===== src/hdl/htca_pkg.sv =====
// Shared types, constants and helpers for the humidity/temperature alarm unit.
package htca_pkg;

	localparam int TEMP_RAW_W = 14;
	localparam int RH_RAW_W   = 12;
	localparam int TEMP_OUT_W = 12;
	localparam int RH_OUT_W   = 10;
	localparam int LIMIT_W    = 10;
	localparam int STATUS_W   = 2;

	// floor(x / 10) == (x * RECIP10) >> RECIP10_SH for x below 43690
	localparam int RECIP10_W  = 16;
	localparam logic [RECIP10_W-1:0] RECIP10 = 16'd52429;
	localparam int RECIP10_SH = 19;

	localparam logic [LIMIT_W-1:0] TEMP_HIGH_RST = 10'd260;
	localparam logic [LIMIT_W-1:0] TEMP_LOW_RST  = 10'd240;
	localparam logic [LIMIT_W-1:0] RH_HIGH_RST   = 10'd700;
	localparam logic [LIMIT_W-1:0] RH_LOW_RST    = 10'd500;

	typedef enum logic [STATUS_W-1:0] {
		STAT_OK   = 2'd0,
		STAT_LOW  = 2'd1,
		STAT_HIGH = 2'd2
	} status_t;

	typedef enum logic [1:0] {
		REG_TEMP_HIGH = 2'd0,
		REG_TEMP_LOW  = 2'd1,
		REG_RH_HIGH   = 2'd2,
		REG_RH_LOW    = 2'd3
	} reg_idx_t;

	typedef struct packed {
		logic [TEMP_RAW_W-1:0] raw_temp;
		logic [RH_RAW_W-1:0]   raw_humidity;
	} sample_t;

	typedef struct packed {
		logic signed [TEMP_OUT_W-1:0] temp_tenths;
		logic [RH_OUT_W-1:0]          rh_tenths;
		logic [STATUS_W-1:0]          temp_status;
		logic [STATUS_W-1:0]          rh_status;
		logic                         alarm;
	} result_t;

	typedef struct packed {
		logic [LIMIT_W-1:0] temp_high;
		logic [LIMIT_W-1:0] temp_low;
		logic [LIMIT_W-1:0] rh_high;
		logic [LIMIT_W-1:0] rh_low;
	} limits_t;

	typedef struct packed {
		logic s1;
		logic s2;
		logic s3;
		logic s4;
		logic s5;
		logic s6;
	} pipe_en_t;

	// high wins when the limits overlap
	function automatic status_t classify(logic signed [TEMP_OUT_W:0] v,
			logic [LIMIT_W-1:0] low, logic [LIMIT_W-1:0] high);
		logic signed [TEMP_OUT_W:0] lo_s;
		logic signed [TEMP_OUT_W:0] hi_s;
		lo_s = $signed({{(TEMP_OUT_W+1-LIMIT_W){1'b0}}, low});
		hi_s = $signed({{(TEMP_OUT_W+1-LIMIT_W){1'b0}}, high});
		if (v >= hi_s) begin
			return STAT_HIGH;
		end else if (v <= lo_s) begin
			return STAT_LOW;
		end
		return STAT_OK;
	endfunction

endpackage


===== src/hdl/htca_temp_path.sv =====
// Temperature conversion pipeline: raw count to signed tenths of a degree.
module htca_temp_path (
	input  logic                                  clk,
	input  htca_pkg::pipe_en_t                    en,
	input  logic [htca_pkg::TEMP_RAW_W-1:0]       raw_temp,
	output logic signed [htca_pkg::TEMP_OUT_W-1:0] temp_s5
);
	import htca_pkg::*;

	localparam int DW = TEMP_RAW_W + 2;
	localparam int PW = TEMP_RAW_W + RECIP10_W;
	localparam int QW = TEMP_OUT_W - 1;
	localparam logic signed [DW-1:0] TEMP_OFS = DW'(4000);

	logic signed [DW-1:0]         diff;
	logic [TEMP_RAW_W-1:0]        mag;
	logic [PW-1:0]                prod;
	logic [QW-1:0]                quo;

	logic                         neg_s1;
	logic [TEMP_RAW_W-1:0]        mag_s1;
	logic                         neg_s2;
	logic [PW-1:0]                prod_s2;
	logic signed [TEMP_OUT_W-1:0] temp_s3;
	logic signed [TEMP_OUT_W-1:0] temp_s4;

	assign diff = $signed({2'b00, raw_temp}) - TEMP_OFS;
	assign mag  = diff[DW-1] ? TEMP_RAW_W'(-diff) : TEMP_RAW_W'(diff);
	assign prod = PW'(mag_s1) * PW'(RECIP10);
	assign quo  = prod_s2[RECIP10_SH +: QW];

	// divide the magnitude, then restore the sign: truncation toward zero
	always_ff @(posedge clk) begin
		if (en.s1) begin
			neg_s1 <= diff[DW-1];
			mag_s1 <= mag;
		end
		if (en.s2) begin
			neg_s2  <= neg_s1;
			prod_s2 <= prod;
		end
		if (en.s3) begin
			temp_s3 <= neg_s2 ? -$signed({1'b0, quo}) : $signed({1'b0, quo});
		end
		if (en.s4) begin
			temp_s4 <= temp_s3;
		end
		if (en.s5) begin
			temp_s5 <= temp_s4;
		end
	end

endmodule


===== src/hdl/htca_rh_path.sv =====
// Humidity pipeline: linearize, temperature-compensate, clamp and scale to tenths.
module htca_rh_path #(
	parameter int FRAC_BITS = 20
) (
	input  logic                              clk,
	input  htca_pkg::pipe_en_t                en,
	input  logic [htca_pkg::TEMP_RAW_W-1:0]   raw_temp,
	input  logic [htca_pkg::RH_RAW_W-1:0]     raw_humidity,
	output logic [htca_pkg::RH_OUT_W-1:0]     rh_s5
);
	import htca_pkg::*;

	localparam longint ONE = longint'(1) << FRAC_BITS;
	localparam longint C2  = (405 * ONE + 5000) / 10000;
	localparam longint C3  = (28 * ONE + 5000000) / 10000000;
	localparam longint T1  = (ONE + 50) / 100;
	localparam longint T2  = (8 * ONE + 50000) / 100000;

	localparam int SW   = FRAC_BITS + 18;
	localparam int TH_W = FRAC_BITS;
	localparam int DT_W = TEMP_RAW_W + 2;
	localparam int HH_W = 2 * RH_RAW_W;
	localparam int XW   = 14;
	localparam int PW   = XW + RECIP10_W;

	// all humidity terms carry a factor of 100 * 2^FRAC_BITS
	localparam logic signed [SW-1:0] C1_100 = SW'(-400 * ONE);
	localparam logic signed [SW-1:0] C2_100 = SW'(100 * C2);
	localparam logic signed [SW-1:0] C3_100 = SW'(-100 * C3);
	localparam logic [TH_W-1:0]      T1_K   = TH_W'(T1);
	localparam logic [TH_W-1:0]      T2_K   = TH_W'(T2);
	localparam logic signed [DT_W-1:0] T25_OFS = DT_W'(6500);
	localparam logic signed [SW-1:0] RH_MIN = SW'(10);
	localparam logic signed [SW-1:0] RH_MAX = SW'(10000);

	logic signed [SW-1:0] s_int;
	logic [PW-1:0]        rh_prod;

	logic [HH_W-1:0]      hh_s1;
	logic [TH_W-1:0]      th_s1;
	logic signed [SW-1:0] lin_s1;
	logic signed [DT_W-1:0] dt_s1;
	logic signed [SW-1:0] comp_s2;
	logic signed [SW-1:0] quad_s2;
	logic signed [SW-1:0] lin_s2;
	logic signed [SW-1:0] sum_s3;
	logic [XW-1:0]        x_s4;

	assign s_int   = sum_s3 >>> FRAC_BITS;
	assign rh_prod = PW'(x_s4) * PW'(RECIP10);

	always_ff @(posedge clk) begin
		if (en.s1) begin
			hh_s1  <= HH_W'(raw_humidity) * HH_W'(raw_humidity);
			th_s1  <= T2_K * TH_W'(raw_humidity) + T1_K;
			lin_s1 <= C2_100 * $signed({{(SW-RH_RAW_W){1'b0}}, raw_humidity}) + C1_100;
			dt_s1  <= $signed({2'b00, raw_temp}) - T25_OFS;
		end
		if (en.s2) begin
			comp_s2 <= $signed({{(SW-DT_W){dt_s1[DT_W-1]}}, dt_s1}) *
				$signed({{(SW-TH_W){1'b0}}, th_s1});
			quad_s2 <= C3_100 * $signed({{(SW-HH_W){1'b0}}, hh_s1});
			lin_s2  <= lin_s1;
		end
		if (en.s3) begin
			sum_s3 <= comp_s2 + quad_s2 + lin_s2;
		end
		// clamp bounds are whole units, so clamping the floored value is exact
		if (en.s4) begin
			if (s_int < RH_MIN) begin
				x_s4 <= XW'(RH_MIN);
			end else if (s_int > RH_MAX) begin
				x_s4 <= XW'(RH_MAX);
			end else begin
				x_s4 <= XW'(s_int);
			end
		end
		if (en.s5) begin
			rh_s5 <= rh_prod[RECIP10_SH +: RH_OUT_W];
		end
	end

endmodule


===== src/hdl/htca_classify.sv =====
// Output stage: limit checks, alarm and the result register.
module htca_classify (
	input  logic                                   clk,
	input  logic                                   en,
	input  htca_pkg::limits_t                      limits,
	input  logic signed [htca_pkg::TEMP_OUT_W-1:0] temp_s5,
	input  logic [htca_pkg::RH_OUT_W-1:0]          rh_s5,
	output htca_pkg::result_t                      result_s6
);
	import htca_pkg::*;

	status_t t_stat;
	status_t h_stat;

	assign t_stat = classify({temp_s5[TEMP_OUT_W-1], temp_s5},
		limits.temp_low, limits.temp_high);
	assign h_stat = classify($signed({{(TEMP_OUT_W+1-RH_OUT_W){1'b0}}, rh_s5}),
		limits.rh_low, limits.rh_high);

	always_ff @(posedge clk) begin
		if (en) begin
			result_s6.temp_tenths <= temp_s5;
			result_s6.rh_tenths   <= rh_s5;
			result_s6.temp_status <= t_stat;
			result_s6.rh_status   <= h_stat;
			result_s6.alarm       <= (t_stat != STAT_OK) || (h_stat != STAT_OK);
		end
	end

endmodule


===== src/hdl/humidity_temp_compensate_alarm_unit.sv =====
// Top level: six-stage pipeline, APB limit registers and request handshake.
// A request accepted at one edge enters stage 1 and advances through stages 2 to 6 to the result.
// Throughput: one request per cycle while result_ready does not stall the output.
// Stalls hold only the stages that are full, so empty stages still take requests.
// Reset clears all stage valid bits and loads the limits 260, 240, 700 and 500.
module humidity_temp_compensate_alarm_unit #(
	parameter int FRAC_BITS = 20
) (
	input  logic              clk,
	input  logic              arst_n,
	input  logic              sample_valid,
	output logic              sample_ready,
	input  htca_pkg::sample_t sample,
	output logic              result_valid,
	input  logic              result_ready,
	output htca_pkg::result_t result,
	input  logic              psel,
	input  logic              penable,
	input  logic              pwrite,
	input  logic [3:0]        paddr,
	input  logic [31:0]       pwdata,
	output logic [31:0]       prdata,
	output logic              pready
);
	import htca_pkg::*;

	logic vld_s1, vld_s2, vld_s3, vld_s4, vld_s5, vld_s6;
	logic rdy1, rdy2, rdy3, rdy4, rdy5, rdy6;
	pipe_en_t en;
	limits_t  limits_q;
	reg_idx_t reg_idx;
	logic signed [TEMP_OUT_W-1:0] temp_s5;
	logic [RH_OUT_W-1:0]          rh_s5;
	logic                         wr_en;

	// a stage can load when it is empty or its successor moves
	assign rdy6 = !vld_s6 || result_ready;
	assign rdy5 = !vld_s5 || rdy6;
	assign rdy4 = !vld_s4 || rdy5;
	assign rdy3 = !vld_s3 || rdy4;
	assign rdy2 = !vld_s2 || rdy3;
	assign rdy1 = !vld_s1 || rdy2;

	assign en = '{s1: rdy1, s2: rdy2, s3: rdy3, s4: rdy4, s5: rdy5, s6: rdy6};
	assign sample_ready = rdy1;
	assign result_valid = vld_s6;

	always_ff @(posedge clk or negedge arst_n) begin
		if (!arst_n) begin
			vld_s1 <= 1'b0;
			vld_s2 <= 1'b0;
			vld_s3 <= 1'b0;
			vld_s4 <= 1'b0;
			vld_s5 <= 1'b0;
			vld_s6 <= 1'b0;
		end else begin
			if (rdy1) vld_s1 <= sample_valid;
			if (rdy2) vld_s2 <= vld_s1;
			if (rdy3) vld_s3 <= vld_s2;
			if (rdy4) vld_s4 <= vld_s3;
			if (rdy5) vld_s5 <= vld_s4;
			if (rdy6) vld_s6 <= vld_s5;
		end
	end

	htca_temp_path u_temp (
		.clk      (clk),
		.en       (en),
		.raw_temp (sample.raw_temp),
		.temp_s5  (temp_s5)
	);

	htca_rh_path #(
		.FRAC_BITS (FRAC_BITS)
	) u_rh (
		.clk          (clk),
		.en           (en),
		.raw_temp     (sample.raw_temp),
		.raw_humidity (sample.raw_humidity),
		.rh_s5        (rh_s5)
	);

	htca_classify u_classify (
		.clk       (clk),
		.en        (en.s6),
		.limits    (limits_q),
		.temp_s5   (temp_s5),
		.rh_s5     (rh_s5),
		.result_s6 (result)
	);

	// limit registers
	assign pready  = 1'b1;
	assign reg_idx = reg_idx_t'(paddr[3:2]);
	assign wr_en   = psel && penable && pwrite && pready;

	always_ff @(posedge clk or negedge arst_n) begin
		if (!arst_n) begin
			limits_q <= '{temp_high: TEMP_HIGH_RST, temp_low: TEMP_LOW_RST,
				rh_high: RH_HIGH_RST, rh_low: RH_LOW_RST};
		end else if (wr_en) begin
			case (reg_idx)
				REG_TEMP_HIGH: limits_q.temp_high <= pwdata[LIMIT_W-1:0];
				REG_TEMP_LOW:  limits_q.temp_low  <= pwdata[LIMIT_W-1:0];
				REG_RH_HIGH:   limits_q.rh_high   <= pwdata[LIMIT_W-1:0];
				REG_RH_LOW:    limits_q.rh_low    <= pwdata[LIMIT_W-1:0];
				default: ;
			endcase
		end
	end

	always_comb begin
		case (reg_idx)
			REG_TEMP_HIGH: prdata = 32'(limits_q.temp_high);
			REG_TEMP_LOW:  prdata = 32'(limits_q.temp_low);
			REG_RH_HIGH:   prdata = 32'(limits_q.rh_high);
			REG_RH_LOW:    prdata = 32'(limits_q.rh_low);
			default:       prdata = '0;
		endcase
	end

	a_alarm_matches_status: assert property (@(posedge clk) disable iff (!arst_n)
		result_valid |-> (result.alarm ==
			((result.temp_status != STAT_OK) || (result.rh_status != STAT_OK))))
		else $error("alarm disagrees with channel status");

	a_rh_in_range: assert property (@(posedge clk) disable iff (!arst_n)
		result_valid |-> (result.rh_tenths >= 10'd1 && result.rh_tenths <= 10'd1000))
		else $error("humidity result outside clamp range");

	a_request_enters: assert property (@(posedge clk) disable iff (!arst_n)
		(sample_valid && sample_ready) |=> vld_s1)
		else $error("accepted request did not enter the first stage");

	a_stall_holds_last: assert property (@(posedge clk) disable iff (!arst_n)
		(result_valid && !result_ready) |=> (result_valid && $stable(result)))
		else $error("stalled result changed or dropped");

endmodule


===== config.mk =====
export PLATFORM = sky130hd
export DESIGN_NAME = humidity_temp_compensate_alarm_unit
export DESIGN_NICKNAME = d
export VERILOG_FILES = /design/src/hdl/htca_pkg.sv /design/src/hdl/htca_temp_path.sv /design/src/hdl/htca_rh_path.sv /design/src/hdl/htca_classify.sv /design/src/hdl/humidity_temp_compensate_alarm_unit.sv
export SDC_FILE = /design/constraint.sdc
export NUM_CORES = 2
export LEC_CHECK = 0
export ABC_CLOCK_PERIOD_IN_PS = 12800
export BUFFER_PORTS_ARGS = -buffer_cell sky130_fd_sc_hd__buf_2
export CELL_PAD_IN_SITES_DETAIL_PLACEMENT = 0
export CELL_PAD_IN_SITES_GLOBAL_PLACEMENT = 1
export CORE_ASPECT_RATIO = 1.4
export CORE_MARGIN = 5
export CORE_UTILIZATION = 40
export DETAILED_ROUTE_END_ITERATION = 7
export PLACE_DENSITY = 0.62
export SYNTH_ARGS = -nofsm -noshare
export SYNTH_HDL_FRONTEND = slang
export SYNTH_SLANG_ARGS = --single-unit

===== constraint.sdc =====
create_clock -name clk -period 12.8 [get_ports clk]
set_input_delay 0 -clock clk [delete_from_list [all_inputs] [get_ports clk]]
set_output_delay 0 -clock clk [all_outputs]
set_load 0.005 [all_outputs]

Yosys cells after proc, flatten, opt, wreduce, memory -nomap -nowiden. Index checks and enable logic that the tools add are counted.

Add/subtract/negate cells: 8. $mul: 7. Order comparisons: 6. Equality and inequality tests: 3. Multiplexer cells: 14. Reduce and logical (&&, ||, !) cells: 23.

Operators with widths (count): $pmux W32 S4 (1); $add A38 B38 Y38 (2); $add A38 B30 Y38 const B (1); $mul A15 B21 Y36 (1); $mul A21 B12 Y33 const A (1); $mul A8 B25 Y33 const A (1); $mul A14 B16 Y30 const B (1); $mul A14 B16 Y29 const B (1); $mux W14 (2); $mul A12 B12 Y24 (1); $add A19 B14 Y20 const B (1); $gt A18 B15 Y1 const B (1); $lt A18 B5 Y1 const B (1); $mul A5 B12 Y17 const A (1); $sub A14 B12 Y15 const B (1); $sub A14 B13 Y15 const B (1); $neg A14 Y14 (1); $ge A12 B11 Y1 (1); $le A12 B11 Y1 (1); $mux W2 (6); $neg A11 Y12 (1); $mux W11 (1); $ge A10 B10 Y1 (1); $le A10 B10 Y1 (1); other kinds (10) (30).

Register bits after elaboration: 426. Input bits: 69. Output and inout bits: 62. Logic and storage cells: 95.

Longest topological paths before layout.
Depth in word-level cells: 7. Mapped depth: 25. Depth with buffers taken out: 23.

Hierarchy. A second synthesis with hierarchy kept.

Cells, all modules: 4121. Area, all modules: 44173.6 µm².

Modules (own cells, without submodules): htca_rh_path (times used 1, cells each 3277, area each 34053.9 µm², sequential area each 6906.6 µm²); htca_temp_path (times used 1, cells each 524, area each 6007.0 µm², sequential area each 1891.8 µm²); humidity_temp_compensate_alarm_unit (times used 1, cells each 145, area each 2243.4 µm², sequential area each 1173.6 µm²); htca_classify (times used 1, cells each 175, area each 1869.3 µm², sequential area each 810.8 µm²).

Worst setup path before layout. OpenSTA, ideal clock, no wires.

Path kind: reg2reg. Start point: register, netlist name u_temp.mag_s1[0]. End point: register u_rh.comp_s2[34], data pin. Setup time: 0.258 ns. Data arrival time: 6.425 ns. Data required time: 12.542 ns. Slack: 6.118 ns. Cell stages (with the launch flop): 24. Path buffers: 2. Period minus slack after synthesis: 6.682 ns. Path through: edfxtp_1 clkbuf_1 clkbuf_1 nand2_1 fa_1 fa_1 inv_1 fa_1 fa_1 fa_1 inv_1 fa_1 inv_1 ha_1 a21o_1 a21o_1 a21oi_1 o21ai_1 a32o_1 a311o_1 a31o_2 a21o_1 a21oi_1 xnor2_1.

RTL lines: to (signal assigned) (line htca_rh_path.sv:60) `comp_s2 <= $signed({{(SW-DT_W){dt_s1[DT_W-1]}}, dt_s1}) *`; to (decl) (line htca_rh_path.sv:43) `logic signed [SW-1:0] comp_s2;`.

Final worst setup path.
Start point: register u_rh.th_s1[8]. End point: register u_rh.comp_s2[32], data pin.

Word-level cells in the longest chain between the ends: 1.

RTL lines: from (decl) (line htca_rh_path.sv:40) `logic [TH_W-1:0] th_s1;`; from (signal assigned) (line htca_rh_path.sv:55) `th_s1 <= T2_K * TH_W'(raw_humidity) + T1_K;`; $mul A15 B21 Y36 (line htca_rh_path.sv:60).

No other way between the ends. A chain may end at the register's enable or synchronous reset.

==> flow_summary_export.csv <==
group,metric,value,unit
critical_path,slowest_stage,"edfxtp_1",
critical_path,cp_cell_sequence,"and2_1, fa_1, inv_1, fa_1, inv_1, fa_1, fa_1, fa_1, inv_1, fa_1, inv_1, ha_1, a21o_1, a21o_1, a21oi_1, o21ai_1, a32o_1, a311o_1, a31o_2, a21o_1, o311ai_1",
global_route,antenna_found_initial,1,
critical_path,crit_required,13.16,ns
clocking,clock-sinks,367,
final_layout,areaGrowthSynthToFinish,8.593,%
synth,synth.avg_cell_area,10.68,um2
floorplan,core_area,109700,um2
critical_path,cp-startpoint,"u_rh.th_s1[8]",
sta,grt_setup_unrepaired,"no",
route,post-route-drc-count,0,
sta,slew_headroom,22.27,%
critical_path,crit_buf_inv,4,
synth,synth_cell_types,93,
floorplan,rows,144,
sta,clock_skew,0.03448,ns
synth,postSynthCellCount,4117,
critical_path,r2r-end,"u_rh.comp_s2[32]",
sta,final_hold_viol_count,0,
synth,synth-main-ff-cell,"edfxtp_1",
synth,synth.area.top_cells,"fa_1, edfxtp_1, ha_1",
critical_path,cp_num_cells,21,
status,outcome,"finished clean",
critical_path,arrival,7.50,ns
synth,syn-cell-area,43990,um2
route,wl_per_cell,17.74,um
synth,synth_top_area_cell,"fa_1",
route,wl,101.5,mm
final_layout,drive_gt1_share,6.244,%
route,first_iter_violations,1072,
route,postRouteAntennaNets,0,
global_route,grt_usage,17.56,%
critical_path,path_class,"register to register",
clocking,clk_pin_slew,0.06,ns
global_route,grt_max_degree,76,
critical_path,cpLargestDelayFamily,"adder cells",
critical_path,r2r_slack,5.66,ns
sta,final.setup.tns,0,ns
clocking,post_cts_buffers,0,
route,avgViaCountPerCell,4.879,
floorplan,pin_count,131,
final_layout,antenna_cells,0,
hold_path,hp-class,"primary input to register",
placed_design,gp_congestion,0.8250,
clocking,clk_latency,0.60,ns
synth,synth_edf_count,321,
run,max_cap_violations,0,
global_route,grt_pass1_wl,164.0,mm
synth,ys_warn_count,0,
final_layout,final_util,43.54,%
clocking,cts_max_level,2,
sta,setup_viol,0,
clocking,cts-root-buf,"clkbuf_16",
critical_path,crit_path_end_kind,"register",
placed_design,post-dp-hpwl,84.53,mm
critical_path,cp-start-kind,"register",
floorplan,die_h,402.4,um
clocking,cts_tree,"done",
route,drt-pass1-iter-count,5,
clocking,cts_resized,0,
floorplan,dieArea,116800,um2
route,vias,27909,
sta,fin_crit_sh,55.77,%
sta,fin_crit,7.139,ns
sta,fmax,0.1401,GHz
sta,drv_slew,0,
sta,tightest_slew,1.165,ns
floorplan,start_util,40.09,%
synth,synth-seq-cells,367,
critical_path,endpoint,"u_rh.comp_s2[32]",
clocking,cts_buffers,41,
final_layout,final_nets,5554,
clocking,clockBufferDepth,3,
clocking,ctsHoldBuffers,36,
critical_path,crit_path_frequent_cell,"fa_1",
critical_path,cp_max_fo,15,
global_route,first_global_vias,30248,
critical_path,cpPeakStageDelay,0.74,ns
critical_path,r2r_cells,21,
floorplan,die_w,290.3,um
global_route,globalRouteOverflowTotal,0,
synth,ys_seq_area_share,24.58,%
critical_path,r2r_start,"u_rh.th_s1[8]",
placed_design,portBuffers,83,
synth,async_flop_share,12.53,%
synth,synth_top_area_share,25.21,%
## state kept, by name (all words and copies together) (netlist names), 14 cells and up
register and flops:
limits_q 40, u_classify.result_s6 27, u_rh.comp_s2 33, u_rh.dt_s1 14, u_rh.hh_s1 23, u_rh.lin_s1 35, u_rh.lin_s2 35, u_rh.quad_s2 32
u_rh.sum_s3 18, u_rh.th_s1 17, u_rh.x_s4 14, u_temp.mag_s1 14
## kinds of logic (layout without fill, tap and decap cells)
family                   count (synthesis)  after routing  share of synthesized area (%)
buffers and inverters                  965           1087                          8.516
flip-flops                             367            367                          24.58
other                                    2             23                        0.01707
XOR/XNOR                               211            211                          4.218
AO/OA/AOI/OAI                          491            491                          7.418
AND/OR/NAND/NOR                        787            787                          8.840
adder cells (fa/ha/maj)               1258           1258                          45.24
multiplexers                            36             36                          1.175
## worst register-to-register path: cells and delay by family, from the launching register on
family / cells / cell delay [ns]
DFF: 1 / 0.74
adders and majority gates: 7 / 3.48
buffers and inverters: 4 / 0.20
AOI/OAI and AO/OA: 9 / 2.16
and+or+nand+nor: 1 / 0.33
## metrics by stage
stage,cells,cell area (um2),setup slack (ns),hold slack [ns]
floorplan,4138,44070,6.118,-0.2956
global placement,5608,45980,5.647,0.1940
detailed placement,5608,45980,5.667,0.2142
CTS,5720,47770,5.633,0.005642
global route,5720,47770,5.173,0.07325
finish,5720,47770,5.661,0.04868
## per-layer routing
| layer | global-route usage (%) | part of all wire [%] | wire (um) |
|---|---|---|---|
| met3 | 1.713 | 2.3 | 2315 |
| met2 | 33.68 | 54 | 55220 |
| met4 | 5.099 | 3.1 | 3184 |
| met5 | 0 | 0 | 0 |
| met1 | 20.77 | 40 | 40770 |
## placed cells by master (no fill, tap or decap), types with 10 or more instances in the layout
master,count
inv_1,877
ha_1,704
fa_1,554
edfxtp_1,321
nand2_1,270
xnor2_1,149
a21oi_1,134
and2_1,130
nor2_1,124
buf_2,83
o21ai_0,81
a21o_1,79
xor2_1,61
nand3_1,44
nand2b_1,44
clkbuf_16,42
nor3_1,41
dlygate4sd3_1,36
o21a_1,35
nor2b_1,35
dfrtp_1,28
a31oi_1,27
mux2_2,25
conb_1,23
nand4_1,18
and3_1,18
dfstp_2,18
o21bai_1,15
or2_2,15
o211ai_1,12
buf_4,12
mux4_2,10
## worst min-delay path by stage
stage | to | cells past startpoint | slack [ns] | startpoint
floorplan | limits_q[0] | 0 | -0.30 | arst_n
global placement | vld_s1 | 2 | 0.19 | sample_valid
detailed placement | vld_s1 | 2 | 0.21 | sample_valid
CTS | limits_q[32] | 6 | 0.006 | penable
global route | limits_q[14] | 6 | 0.07 | penable
finish | limits_q[14] | 6 | 0.05 | penable
## cells in the mapped netlist, drive strengths merged, types with 35 or more instances
master,count
inv,877
ha,704
fa,554
edfxtp,321
nand2,271
xnor2,150
a21oi,137
and2,131
nor2,125
o21ai,89
a21o,81
xor2,61
clkbuf,55
nand3,45
nand2b,44
nor3,41
nor2b,35
o21a,35
## area by class of cell
type                            instances  area (um2)
Inverter                              880        3303
Clock inverter                         32       352.8
Clock buffer                           44        1079
Tap cell                             1460        1827
Fill cell                           10651       61960
Multi-Input combinational cell       2806       29530
Timing Repair Buffer                  131       865.8
Sequential cell                       367       10810
Power is left out: the tool's default activity adds up to more than one toggle a clock period on the data nets, which glitch-free logic cannot reach.
